==> src/rtl/edsp_pkg.sv <==
// Shared types and constants of the EDID segment parser.
package edsp_pkg;

    localparam int BlocksPerSegment = 2;
    localparam int PosW = $clog2(BlocksPerSegment * 128 + 1);
    localparam int SegLimit = BlocksPerSegment * 128;

    localparam logic [6:0] DescFirst = 7'h36;
    localparam logic [6:0] DescLast = 7'h6C;
    localparam logic [7:0] RangeTag = 8'hFD;
    localparam logic [23:0] HdmiOui = 24'h000C03;
    localparam logic [6:0] CeaDtdLastStart = 7'h6D;

    typedef enum logic [3:0] {
        K_BASE = 4'd0, K_STD = 4'd1, K_DTD0 = 4'd2, K_DTD1 = 4'd3, K_DTD2 = 4'd4,
        K_RANGE = 4'd5, K_CEA = 4'd6, K_AUDIO = 4'd7, K_VIDEO = 4'd8, K_VENDOR = 4'd9
    } t_kind;

    typedef enum logic [1:0] {
        BK_NONE = 2'd0, BK_BASE = 2'd1, BK_CEA = 2'd2
    } t_block_kind;

    typedef enum logic [2:0] {
        J_NONE, J_BASE, J_STD, J_DTD, J_DESC, J_CEA, J_AUDIO, J_VIDEO
    } t_job_op;

    typedef enum logic [2:0] {
        T_RES0 = 3'd0, T_AUDIO = 3'd1, T_VIDEO = 3'd2, T_VENDOR = 3'd3, T_SPEAKER = 3'd4
    } t_tag;

    typedef struct packed {
        logic [7:0] edid_byte;
        logic       segment_start;
    } t_in;

    typedef struct packed {
        logic [3:0]  record_kind;
        logic [23:0] value_a;
        logic [15:0] value_b;
        logic [15:0] value_c;
        logic [15:0] value_d;
        logic [15:0] value_e;
        logic        last_of_run;
    } t_out;

    typedef struct packed {
        logic [3:0]  kind;
        logic [23:0] a;
        logic [15:0] b;
        logic [15:0] c;
        logic [15:0] d;
        logic [15:0] e;
    } t_rec;

    // One classified job: an opcode and a snapshot of the bytes it needs.
    typedef struct packed {
        t_job_op       op;
        logic [143:0]  data;
    } t_job;

    function automatic t_rec mk(input t_kind k, input logic [23:0] a, input logic [15:0] b,
                                input logic [15:0] c, input logic [15:0] d,
                                input logic [15:0] e);
        t_rec r;
        r.kind = k;
        r.a = a;
        r.b = b;
        r.c = c;
        r.d = d;
        r.e = e;
        return r;
    endfunction

endpackage

==> src/rtl/edsp_front.sv <==
// Front end: tracks segment position, captures bytes and issues record jobs.
module edsp_front
    import edsp_pkg::*;
(
    input  logic i_clk,
    input  logic i_rst_n,
    input  logic i_valid,
    input  t_in  i_data,
    output logic o_ready,
    output logic o_job_valid,
    output t_job o_job,
    input  logic i_job_ready
);

    logic [PosW-1:0] r_pos, n_pos, pos, pos_inc;
    t_block_kind r_bk, bk;
    logic [7:0] r_buf [18];
    logic [7:0] n_buf [18];
    logic r_hdr, n_hdr;
    logic [47:0] r_id, n_id;
    logic [7:0] r_tas, n_tas;
    logic [2:0] r_tag, n_tag;
    logic [4:0] r_left, n_left;
    logic r_done, n_done;
    logic [6:0] o;
    logic [7:0] b;
    logic acc;
    logic [4:0] rel;
    logic [4:0] idx;
    logic [1:0] m3;
    logic [7:0] diff;
    logic [6:0] dq;
    t_job job;
    logic [143:0] flat;

    assign o_ready = i_job_ready;
    assign acc = i_valid && o_ready;
    assign b = i_data.edid_byte;
    assign pos = i_data.segment_start ? '0 : r_pos;
    assign o = pos[6:0];
    assign pos_inc = pos + 1'b1;
    assign n_pos = (pos_inc >= PosW'(SegLimit)) ? '0 : pos_inc;

    always_comb begin
        bk = r_bk;
        if (o == 7'd0) begin
            if (pos[PosW-1:7] == '0 && b == 8'h00) bk = BK_BASE;
            else if (b == 8'h02) bk = BK_CEA;
            else bk = BK_NONE;
        end else if (o == 7'd1 && r_bk == BK_BASE && b != 8'hFF) begin
            bk = BK_NONE;
        end
    end

    always_comb begin
        n_buf = r_buf;
        n_hdr = (o == 7'd0) ? 1'b1 : r_hdr;
        n_id = r_id;
        n_tas = r_tas;
        n_tag = r_tag;
        n_left = r_left;
        n_done = r_done;
        job.op = J_NONE;
        rel = '0;
        idx = '0;
        m3 = '0;
        diff = {1'b0, o} - {1'b0, DescFirst};
        dq = '0;
        if (bk == BK_BASE) begin
            if (o < 7'd8) begin
                if (b != ((o == 7'd0 || o == 7'd7) ? 8'h00 : 8'hFF)) n_hdr = 1'b0;
            end else if (o == 7'h08) n_id[47:40] = b;
            else if (o == 7'h09) n_id[39:32] = b;
            else if (o == 7'h0A) n_id[23:16] = b;
            else if (o == 7'h0B) n_id[31:24] = b;
            else if (o == 7'h10) n_id[15:8] = b;
            else if (o == 7'h11) n_id[7:0] = b;
            else if (o == 7'h12) job.op = J_BASE;
            else if (o >= 7'h26 && o <= 7'h35) begin
                if (!o[0]) n_buf[0] = b;
                else job.op = J_STD;
            end else if (o >= DescFirst && o <= DescLast + 7'd17) begin
                dq = diff[6:0];
                if (dq >= 7'd54) rel = 5'(dq - 7'd54);
                else if (dq >= 7'd36) rel = 5'(dq - 7'd36);
                else if (dq >= 7'd18) rel = 5'(dq - 7'd18);
                else rel = dq[4:0];
                n_buf[rel] = b;
                if (rel == 5'd17) job.op = J_DESC;
            end
        end else if (bk == BK_CEA) begin
            if (o == 7'd0) begin
                n_done = 1'b0;
                n_left = '0;
                n_tag = '0;
            end else if (o == 7'd1) n_buf[0] = b;
            else if (o == 7'd2) n_tas = b;
            else if (o == 7'd3) job.op = J_CEA;
            else if ({1'b0, o} < r_tas && o < 7'd127) begin
                if (r_left == '0) begin
                    n_tag = b[7:5];
                    n_left = b[4:0];
                    for (int i = 0; i < 7; i++) n_buf[i] = 8'h00;
                    n_buf[17] = {3'b0, b[4:0]};
                end else begin
                    idx = r_buf[17][4:0] - r_left;
                    n_left = r_left - 1'b1;
                    m3 = (idx >= 5'd30) ? 2'(idx - 5'd30) : (idx >= 5'd27) ? 2'(idx - 5'd27) :
                         (idx >= 5'd24) ? 2'(idx - 5'd24) : (idx >= 5'd21) ? 2'(idx - 5'd21) :
                         (idx >= 5'd18) ? 2'(idx - 5'd18) : (idx >= 5'd15) ? 2'(idx - 5'd15) :
                         (idx >= 5'd12) ? 2'(idx - 5'd12) : (idx >= 5'd9) ? 2'(idx - 5'd9) :
                         (idx >= 5'd6) ? 2'(idx - 5'd6) : (idx >= 5'd3) ? 2'(idx - 5'd3) :
                         idx[1:0];
                    case (r_tag)
                        T_AUDIO: begin
                            n_buf[{3'b0, m3}] = b;
                            if (m3 == 2'd2) job.op = J_AUDIO;
                        end
                        T_VIDEO: job.op = J_VIDEO;
                        T_VENDOR: begin
                            if (idx < 5'd6) n_buf[idx] = b;
                            if (n_left == '0) job.op = J_BASE;
                        end
                        T_SPEAKER: if (idx == '0) job.op = J_VIDEO;
                        default: ;
                    endcase
                end
            end else if (!(r_tas < 8'd4 || {1'b0, o} < r_tas || r_done)) begin
                diff = {1'b0, o} - r_tas;
                dq = diff[6:0];
                if (dq >= 7'd108) rel = 5'(dq - 7'd108);
                else if (dq >= 7'd90) rel = 5'(dq - 7'd90);
                else if (dq >= 7'd72) rel = 5'(dq - 7'd72);
                else if (dq >= 7'd54) rel = 5'(dq - 7'd54);
                else if (dq >= 7'd36) rel = 5'(dq - 7'd36);
                else if (dq >= 7'd18) rel = 5'(dq - 7'd18);
                else rel = dq[4:0];
                if (rel == '0 && (b == 8'h00 || o > CeaDtdLastStart)) begin
                    n_done = 1'b1;
                end else begin
                    n_buf[rel] = b;
                    if (rel == 5'd17) job.op = J_DTD;
                end
            end
        end
        for (int i = 0; i < 18; i++) flat[i*8 +: 8] = n_buf[i];
        job.data = flat;
    end

    always_comb begin
        o_job = job;
        // Jobs carry context fields packed into unused slots.
        if (job.op == J_BASE && bk == BK_BASE)
            o_job.data = {r_hdr & n_hdr, 15'b0, n_id, 64'b0, b, 8'h00};
        else if (job.op == J_BASE)
            o_job.data = {flat[135:0], 8'hEE};
        else if (job.op == J_VIDEO)
            o_job.data = {flat[143:16], 5'b0, r_tag, b};
        else if (job.op == J_CEA)
            o_job.data = {flat[143:24], r_tas, b, 8'b0} | {136'b0, flat[7:0]};
        else if (job.op == J_AUDIO)
            o_job.data = {flat[143:32], flat[15:0], b, 8'b0};
        else if (job.op == J_STD)
            o_job.data = {flat[143:16], b, flat[7:0]};
    end

    assign o_job_valid = acc && job.op != J_NONE;

    always_ff @(posedge i_clk) begin
        if (acc) r_buf <= n_buf;
        if (!i_rst_n) begin
            r_pos <= '0;
            r_bk <= BK_NONE;
            r_hdr <= 1'b1;
            r_id <= '0;
            r_tas <= '0;
            r_tag <= '0;
            r_left <= '0;
            r_done <= 1'b0;
        end else if (acc) begin
            r_pos <= n_pos;
            r_bk <= bk;
            r_hdr <= n_hdr;
            r_id <= n_id;
            r_tas <= n_tas;
            r_tag <= n_tag;
            r_left <= n_left;
            r_done <= n_done;
        end
    end

endmodule

==> src/rtl/edsp_queue.sv <==
// Two-entry job queue between the front and back ends.
module edsp_queue
    import edsp_pkg::*;
(
    input  logic i_clk,
    input  logic i_rst_n,
    input  logic i_valid,
    input  t_job i_job,
    output logic o_ready,
    output logic o_valid,
    output t_job o_job,
    input  logic i_ready
);

    t_job r_mem [2];
    logic r_wp, r_rp;
    logic [1:0] r_cnt;
    logic push, pop;

    assign o_ready = r_cnt != 2'd2;
    assign o_valid = r_cnt != 2'd0;
    assign o_job = r_mem[r_rp];
    assign push = i_valid && o_ready;
    assign pop = o_valid && i_ready;

    always_ff @(posedge i_clk) begin
        if (push) r_mem[r_wp] <= i_job;
        if (!i_rst_n) begin
            r_wp <= 1'b0;
            r_rp <= 1'b0;
            r_cnt <= '0;
        end else begin
            if (push) r_wp <= ~r_wp;
            if (pop) r_rp <= ~r_rp;
            r_cnt <= r_cnt + {1'b0, push} - {1'b0, pop};
        end
    end

endmodule

==> src/rtl/edsp_back.sv <==
// Back end: turns jobs into zero to three record beats.
module edsp_back
    import edsp_pkg::*;
(
    input  logic i_clk,
    input  logic i_rst_n,
    input  logic i_valid,
    input  t_job i_job,
    output logic o_ready,
    output logic o_valid,
    output t_out o_data,
    input  logic i_ready
);

    logic [7:0] p [18];
    t_rec rec [3];
    logic [1:0] cnt;
    logic [1:0] r_sub, n_sub;
    logic r_v;
    t_out r_out;
    logic load, step_done;
    logic [7:0] x11, b0, bb;
    logic [23:0] oui;
    logic gtf;

    always_comb begin
        for (int i = 0; i < 18; i++) p[i] = i_job.data[i*8 +: 8];
        x11 = p[11];
        b0 = p[0];
        bb = p[1];
        oui = {p[3], p[2], p[1]};
        gtf = p[10] == 8'd2;
        for (int i = 0; i < 3; i++) rec[i] = '0;
        cnt = 2'd1;
        unique case (i_job.op)
            J_BASE: begin
                if (p[0] == 8'hEE)
                    rec[0] = mk(K_VENDOR, oui, {p[4], p[5]},
                        16'(oui == HdmiOui), {8'b0, p[6]}, 16'd3);
                else
                    rec[0] = mk(K_BASE, {7'b0, p[17][7], p[15], p[14]}, {p[13], p[12]},
                        16'd1990 + {8'b0, p[10]}, {8'b0, p[11]}, {8'b0, p[1]});
            end
            J_STD: rec[0] = mk(K_STD, 24'(p[0]) * 24'd8 + 24'd248, {14'b0, bb[7:6]},
                16'(bb[5:0]) + 16'd60, '0, '0);
            J_AUDIO: rec[0] = mk(K_AUDIO, {20'b0, p[2][6:3]}, {12'b0, 1'b0, p[2][2:0]} + 16'd1,
                {9'b0, p[3][6:0]},
                (p[2][6:3] == 4'd1) ? {13'b0, bb[2:0]} : {5'b0, bb, 3'b0}, '0);
            J_VIDEO: begin
                if (p[1][2:0] == T_VIDEO)
                    rec[0] = mk(K_VIDEO, {17'b0, b0[6:0]}, {15'b0, b0[7]}, '0, '0, '0);
                else
                    rec[0] = mk(K_VENDOR, {17'b0, b0[6:0]}, '0, '0, '0, 16'd4);
            end
            J_CEA: rec[0] = mk(K_CEA, {16'b0, p[0]}, {8'b0, p[2]}, {12'b0, bb[7:4]},
                {12'b0, bb[3:0]}, '0);
            J_DESC, J_DTD: begin
                if (i_job.op == J_DESC && p[0] == 8'h00 && p[1] == 8'h00) begin
                    cnt = (p[3] == RangeTag) ? 2'd1 : 2'd0;
                    rec[0] = mk(K_RANGE, gtf ? 24'(p[12]) * 24'd2000 : 24'd0,
                        {p[5], p[6]}, {p[7], p[8]}, {gtf, 15'(16'(p[9]) * 16'd10)},
                        gtf ? {p[15], p[14]} : 16'd0);
                end else begin
                    cnt = 2'd3;
                    rec[0] = mk(K_DTD0, {8'b0, p[1], p[0]}, {4'b0, p[4][7:4], p[2]},
                        {4'b0, p[4][3:0], p[3]}, {4'b0, p[7][7:4], p[5]},
                        {4'b0, p[7][3:0], p[6]});
                    rec[1] = mk(K_DTD1, {12'b0, p[14][7:4], p[12]}, {6'b0, x11[7:6], p[8]},
                        {6'b0, x11[5:4], p[9]}, {10'b0, x11[3:2], p[10][7:4]},
                        {10'b0, x11[1:0], p[10][3:0]});
                    rec[2] = mk(K_DTD2, {12'b0, p[14][3:0], p[13]}, {8'b0, p[15]},
                        {8'b0, p[16]}, {8'b0, p[17]}, '0);
                end
            end
            default: cnt = 2'd0;
        endcase
    end

    assign load = !r_v || i_ready;
    assign step_done = (r_sub + 2'd1 >= cnt);
    assign o_ready = load && step_done;
    assign n_sub = step_done ? 2'd0 : r_sub + 2'd1;

    always_ff @(posedge i_clk) begin
        if (load && i_valid && cnt != 2'd0) begin
            r_out.record_kind <= rec[r_sub].kind;
            r_out.value_a <= rec[r_sub].a;
            r_out.value_b <= rec[r_sub].b;
            r_out.value_c <= rec[r_sub].c;
            r_out.value_d <= rec[r_sub].d;
            r_out.value_e <= rec[r_sub].e;
            r_out.last_of_run <= step_done;
        end
        if (!i_rst_n) begin
            r_v <= 1'b0;
            r_sub <= '0;
        end else if (load) begin
            r_v <= i_valid && cnt != 2'd0;
            if (i_valid) r_sub <= n_sub;
        end
    end

    assign o_valid = r_v;
    assign o_data = r_out;

endmodule

==> src/rtl/edsp_top.sv <==
// Top level of the EDID segment parser.
//  channel | dir | handshake
//  input   | in  | i_valid / o_ready, payload i_data
//  output  | out | o_valid / i_ready, payload o_data
// One byte is taken per cycle while the job queue has room; a detailed timing yields three output beats.
// The front stalls only when the two-entry job queue is full.
// Reset is synchronous and clears position and parser state.
module edid_segment_parser_top
    import edsp_pkg::*;
(
    input  logic i_clk,
    input  logic i_rst_n,
    input  logic i_valid,
    input  t_in  i_data,
    output logic o_ready,
    output logic o_valid,
    output t_out o_data,
    input  logic i_ready
);

    logic fj_v, fj_r, qb_v, qb_r;
    t_job fj, qb;

    edsp_front u_front (.i_clk, .i_rst_n, .i_valid, .i_data, .o_ready,
        .o_job_valid(fj_v), .o_job(fj), .i_job_ready(fj_r));
    edsp_queue u_queue (.i_clk, .i_rst_n, .i_valid(fj_v), .i_job(fj), .o_ready(fj_r),
        .o_valid(qb_v), .o_job(qb), .i_ready(qb_r));
    edsp_back u_back (.i_clk, .i_rst_n, .i_valid(qb_v), .i_job(qb), .o_ready(qb_r),
        .o_valid, .o_data, .i_ready);

endmodule

==> config.mk <==
export PLATFORM = sky130hd
export DESIGN_NAME = edid_segment_parser_top
export DESIGN_NICKNAME = d
export VERILOG_FILES = /design/src/rtl/edsp_pkg.sv /design/src/rtl/edsp_front.sv /design/src/rtl/edsp_queue.sv /design/src/rtl/edsp_back.sv /design/src/rtl/edsp_top.sv
export SDC_FILE = /design/constraint.sdc
export NUM_CORES = 2
export LEC_CHECK = 0
export BUFFER_PORTS_ARGS = -buffer_cell sky130_fd_sc_hd__buf_2
export CORE_UTILIZATION = 42
export DETAILED_ROUTE_END_ITERATION = 10
export GPL_TIMING_DRIVEN = 0
export PLACE_DENSITY = 0.66
export SYNTH_ARGS = -nofsm -noshare
export SYNTH_HDL_FRONTEND = slang
export SYNTH_SLANG_ARGS = --single-unit
==> constraint.sdc <==
create_clock -name i_clk -period 15 [get_ports i_clk]
set_clock_uncertainty 0.05 [all_clocks]
set_input_delay 1.5 -clock i_clk [delete_from_list [all_inputs] [get_ports i_clk]]
set_output_delay 1.5 -clock i_clk [all_outputs]
set_load 0.05 [all_outputs]
==> impl_metrics.tcl <==
set metrics [dict create \
    status "finished clean" \
    rsz0062_at_grt "false" \
    fp-row-count 105 \
    core_mm2 0.08250 \
    first_iter_violations 4228 \
    finalHoldViolations 0 \
    p_leak_nw 12.91 \
    grt_max_degree 65 \
    yosys-top-cells-count "edfxtp_1, nand2_1, mux2i_1, nor2_1, inv_1" \
    post_cts_buffers 0 \
    first_pass_iters 6 \
    path_cells "buf_2 > buf_2 > clkbuf_1 > nand2b_1 > ha_1 > fa_1 > xnor2_1 > inv_1 > ha_1 > a21bo_2 > and2_1 > clkbuf_1 > nor2_1 > mux4_2 > xnor2_1 > nand2_1 > a2111oi_1 > nor3b_2 > a21oi_1 > nor2b_4 > buf_12 > buf_12 > buf_12" \
    synthesis.area_mm2 0.03523 \
    fin_util_pct 47.96 \
    avgRoutedWirePerCell_um 30.45 \
    multiInputGateArea_mm2 0.01622 \
    clkLatencyLatePin_ps 620 \
    drc 0 \
    grt_pass1_wl_mm 195.1 \
    ys_types 124 \
    hold_depth 2 \
    clk_pin_slew_ps 60 \
    gp_congestion 1.039 \
    ys.flop_type "edfxtp_1" \
    ys_seq_area_share_pct 49.83 \
    netlist_instances 3223 \
    slew_headroom_pct 5.193 \
    syn_area_per_cell_um2 10.93 \
    grtUsageTotal_pct 31.76 \
    die_y_um 291.6 \
    top_layer "met5" \
    cts-root-buf "clkbuf_16" \
    power.density_mw_per_mm2 109.8 \
    critPathRequiredTime_ps 15240 \
    via_count 29230 \
    arrival_ps 9410 \
    clockBufferDepth 3 \
    crit_top_cell "buf_12" \
    grt_pass1_vias 27090 \
    fill_cells 7502 \
    hp-class "register to register" \
    async_reset_ff_share_pct 0 \
    grt.overflow.total 0 \
    min_period_ps 9167 \
    dr_wl_met3_mm 14.28 \
    r2r_cells 23 \
    nets 3557 \
    path_max_fanout 29 \
    wl_met1_mm 54.98 \
    period_share_pct 61.12 \
    cts_resized 0 \
    drive_gt1_share_pct 12.61 \
    cp_slowest_cell "a2111oi_1" \
    cts_tree "done" \
    yosysMostFrequentCell "edfxtp_1" \
    antenna_found_initial 5 \
    criticalPathCategory "input pin to register" \
    num_io_pins 108 \
    wl_mm 138.1 \
    yosys.area.top_type "edfxtp_1" \
    ir_drop_uv 91.30 \
    cts.sinks 613 \
    hold_buffers 0 \
    via_per_inst 6.442 \
    dieWidth_um 291.6 \
    setup-tns-final_ps 0 \
    slowest_delay_ps 790 \
    start_util_pct 42.70 \
    synth_top_area_share_pct 45.00 \
    cp-start-kind "input pin" \
    area_growth_pct 12.32 \
    ant_nets 0 \
    place_hpwl_mm 105.9 \
    cts-htree-levels 3 \
    ys_top_cells_by_area "edfxtp_1, mux2i_1, dfxtp_1, ha_1, nand2_1" \
    numCtsBuffers 68 \
    met2WireLength_mm 60.67 \
    max_freq_mhz 109.1 \
    ys_seq_elements 613 \
    ff_latch_area_mm2 0.01756 \
    ys_warn_count 0 \
    max-cap-violations 0 \
    end_kind "register" \
    fp.dieArea_mm2 0.08504 \
    tightest_slew_ps 1383 \
    setup_viol_count_final 0 \
    drv_slew 0 \
    port-buffer-count 101 \
    synth_edf_count 528 \
]
## power breakdown
| part | switching [mW] | internal [mW] |
|---|---|---|
| Combinational | 0.527 | 0.220 |
| Sequential | 0.0164 | 1.95 |
| Clock | 0.695 | 0.939 |
## final cells by class
cell class	count	area share, %
Timing Repair Buffer	117	2.049
Buffer	197	2.134
Inverter	176	1.676
Tap cell	1070	3.383
Sequential cell	613	44.37
Antenna cell	1	0.006324
Clock buffer	98	4.803
Clock inverter	26	0.5976
Multi-Input combinational cell	2239	40.98
## placed cells by master (no fill, tap or decap), types with 85 or more instances in the layout
cell type	count
edfxtp_1	528
inv_1	174
nor2_1	209
dfxtp_1	85
a21oi_1	158
buf_2	137
o22ai_1	85
clkbuf_1	156
mux2i_1	215
mux2_2	95
nand2_1	287
ha_1	107
o21ai_0	110
## path summary, 6_finish.rpt
kind               startpoint                    to  slack (ps)
min          u_front.r_id[21]      u_front.r_id[21]         410
min reg2reg  u_front.r_id[21]      u_front.r_id[21]         410
max reg2reg          register     u_back.o_data[83]        6260
max                 i_data[0]  u_queue.r_mem[0][69]        5830
## flip-flops by register name, indices dropped and copies added (netlist names), 3 cells and up, named ones only
name            flops
u_back.o_data      90
u_front.r_buf     144
u_front.r_id       48
u_front.r_left      5
u_front.r_pos       9
u_front.r_tag       3
u_front.r_tas       8
u_queue.r_mem     294
## metal layers
metal / vias to the layer above / track usage [%]
li1: 12590 / -
met4: 4 / 16.85
met2: 1914 / 48.62
met5: - / 0
met3: 364 / 5.777
met1: 14360 / 42.80
## worst max-delay path: cells and delay by family
kind | cells | cell delay, ps
fa+ha+maj | 3 | 1170
xor+xnor | 2 | 1080
mux | 1 | 520
buf+inv | 8 | 1880
simple gates | 6 | 1570
compound gates | 3 | 1600
## kinds of logic (layout without fill, tap and decap cells)
family	Yosys count	after routing	synth area share, %
xor gates and xnor gates	56	56	1.506
and+or+nand+nor	871	871	11.94
buffers and inverters	373	614	4.276
DFF	613	613	49.83
adders and majority gates	132	132	5.221
muxes	322	322	9.763
other	1	4	0.01064
AOI/OAI and AO/OA	855	855	17.45
## per-stage QoR
stage          setup slack [ps]  cells  hold WS, ps  instance area, um^2  total power [mW]
6_report                   5833   4537        412.4                39570             4.343
4_1_cts                    5787   4535        414.1                39560             4.332
5_1_grt                    5478   4536        428.4                39570             4.447
3_5_place_dp               5396   4411        406.3                37420             2.720
2_1_floorplan              1774   3225        380.4                35240             2.466
3_3_place_gp              -3979   4396        396.3                37080             2.730
(Power assumes the default switching activity.)
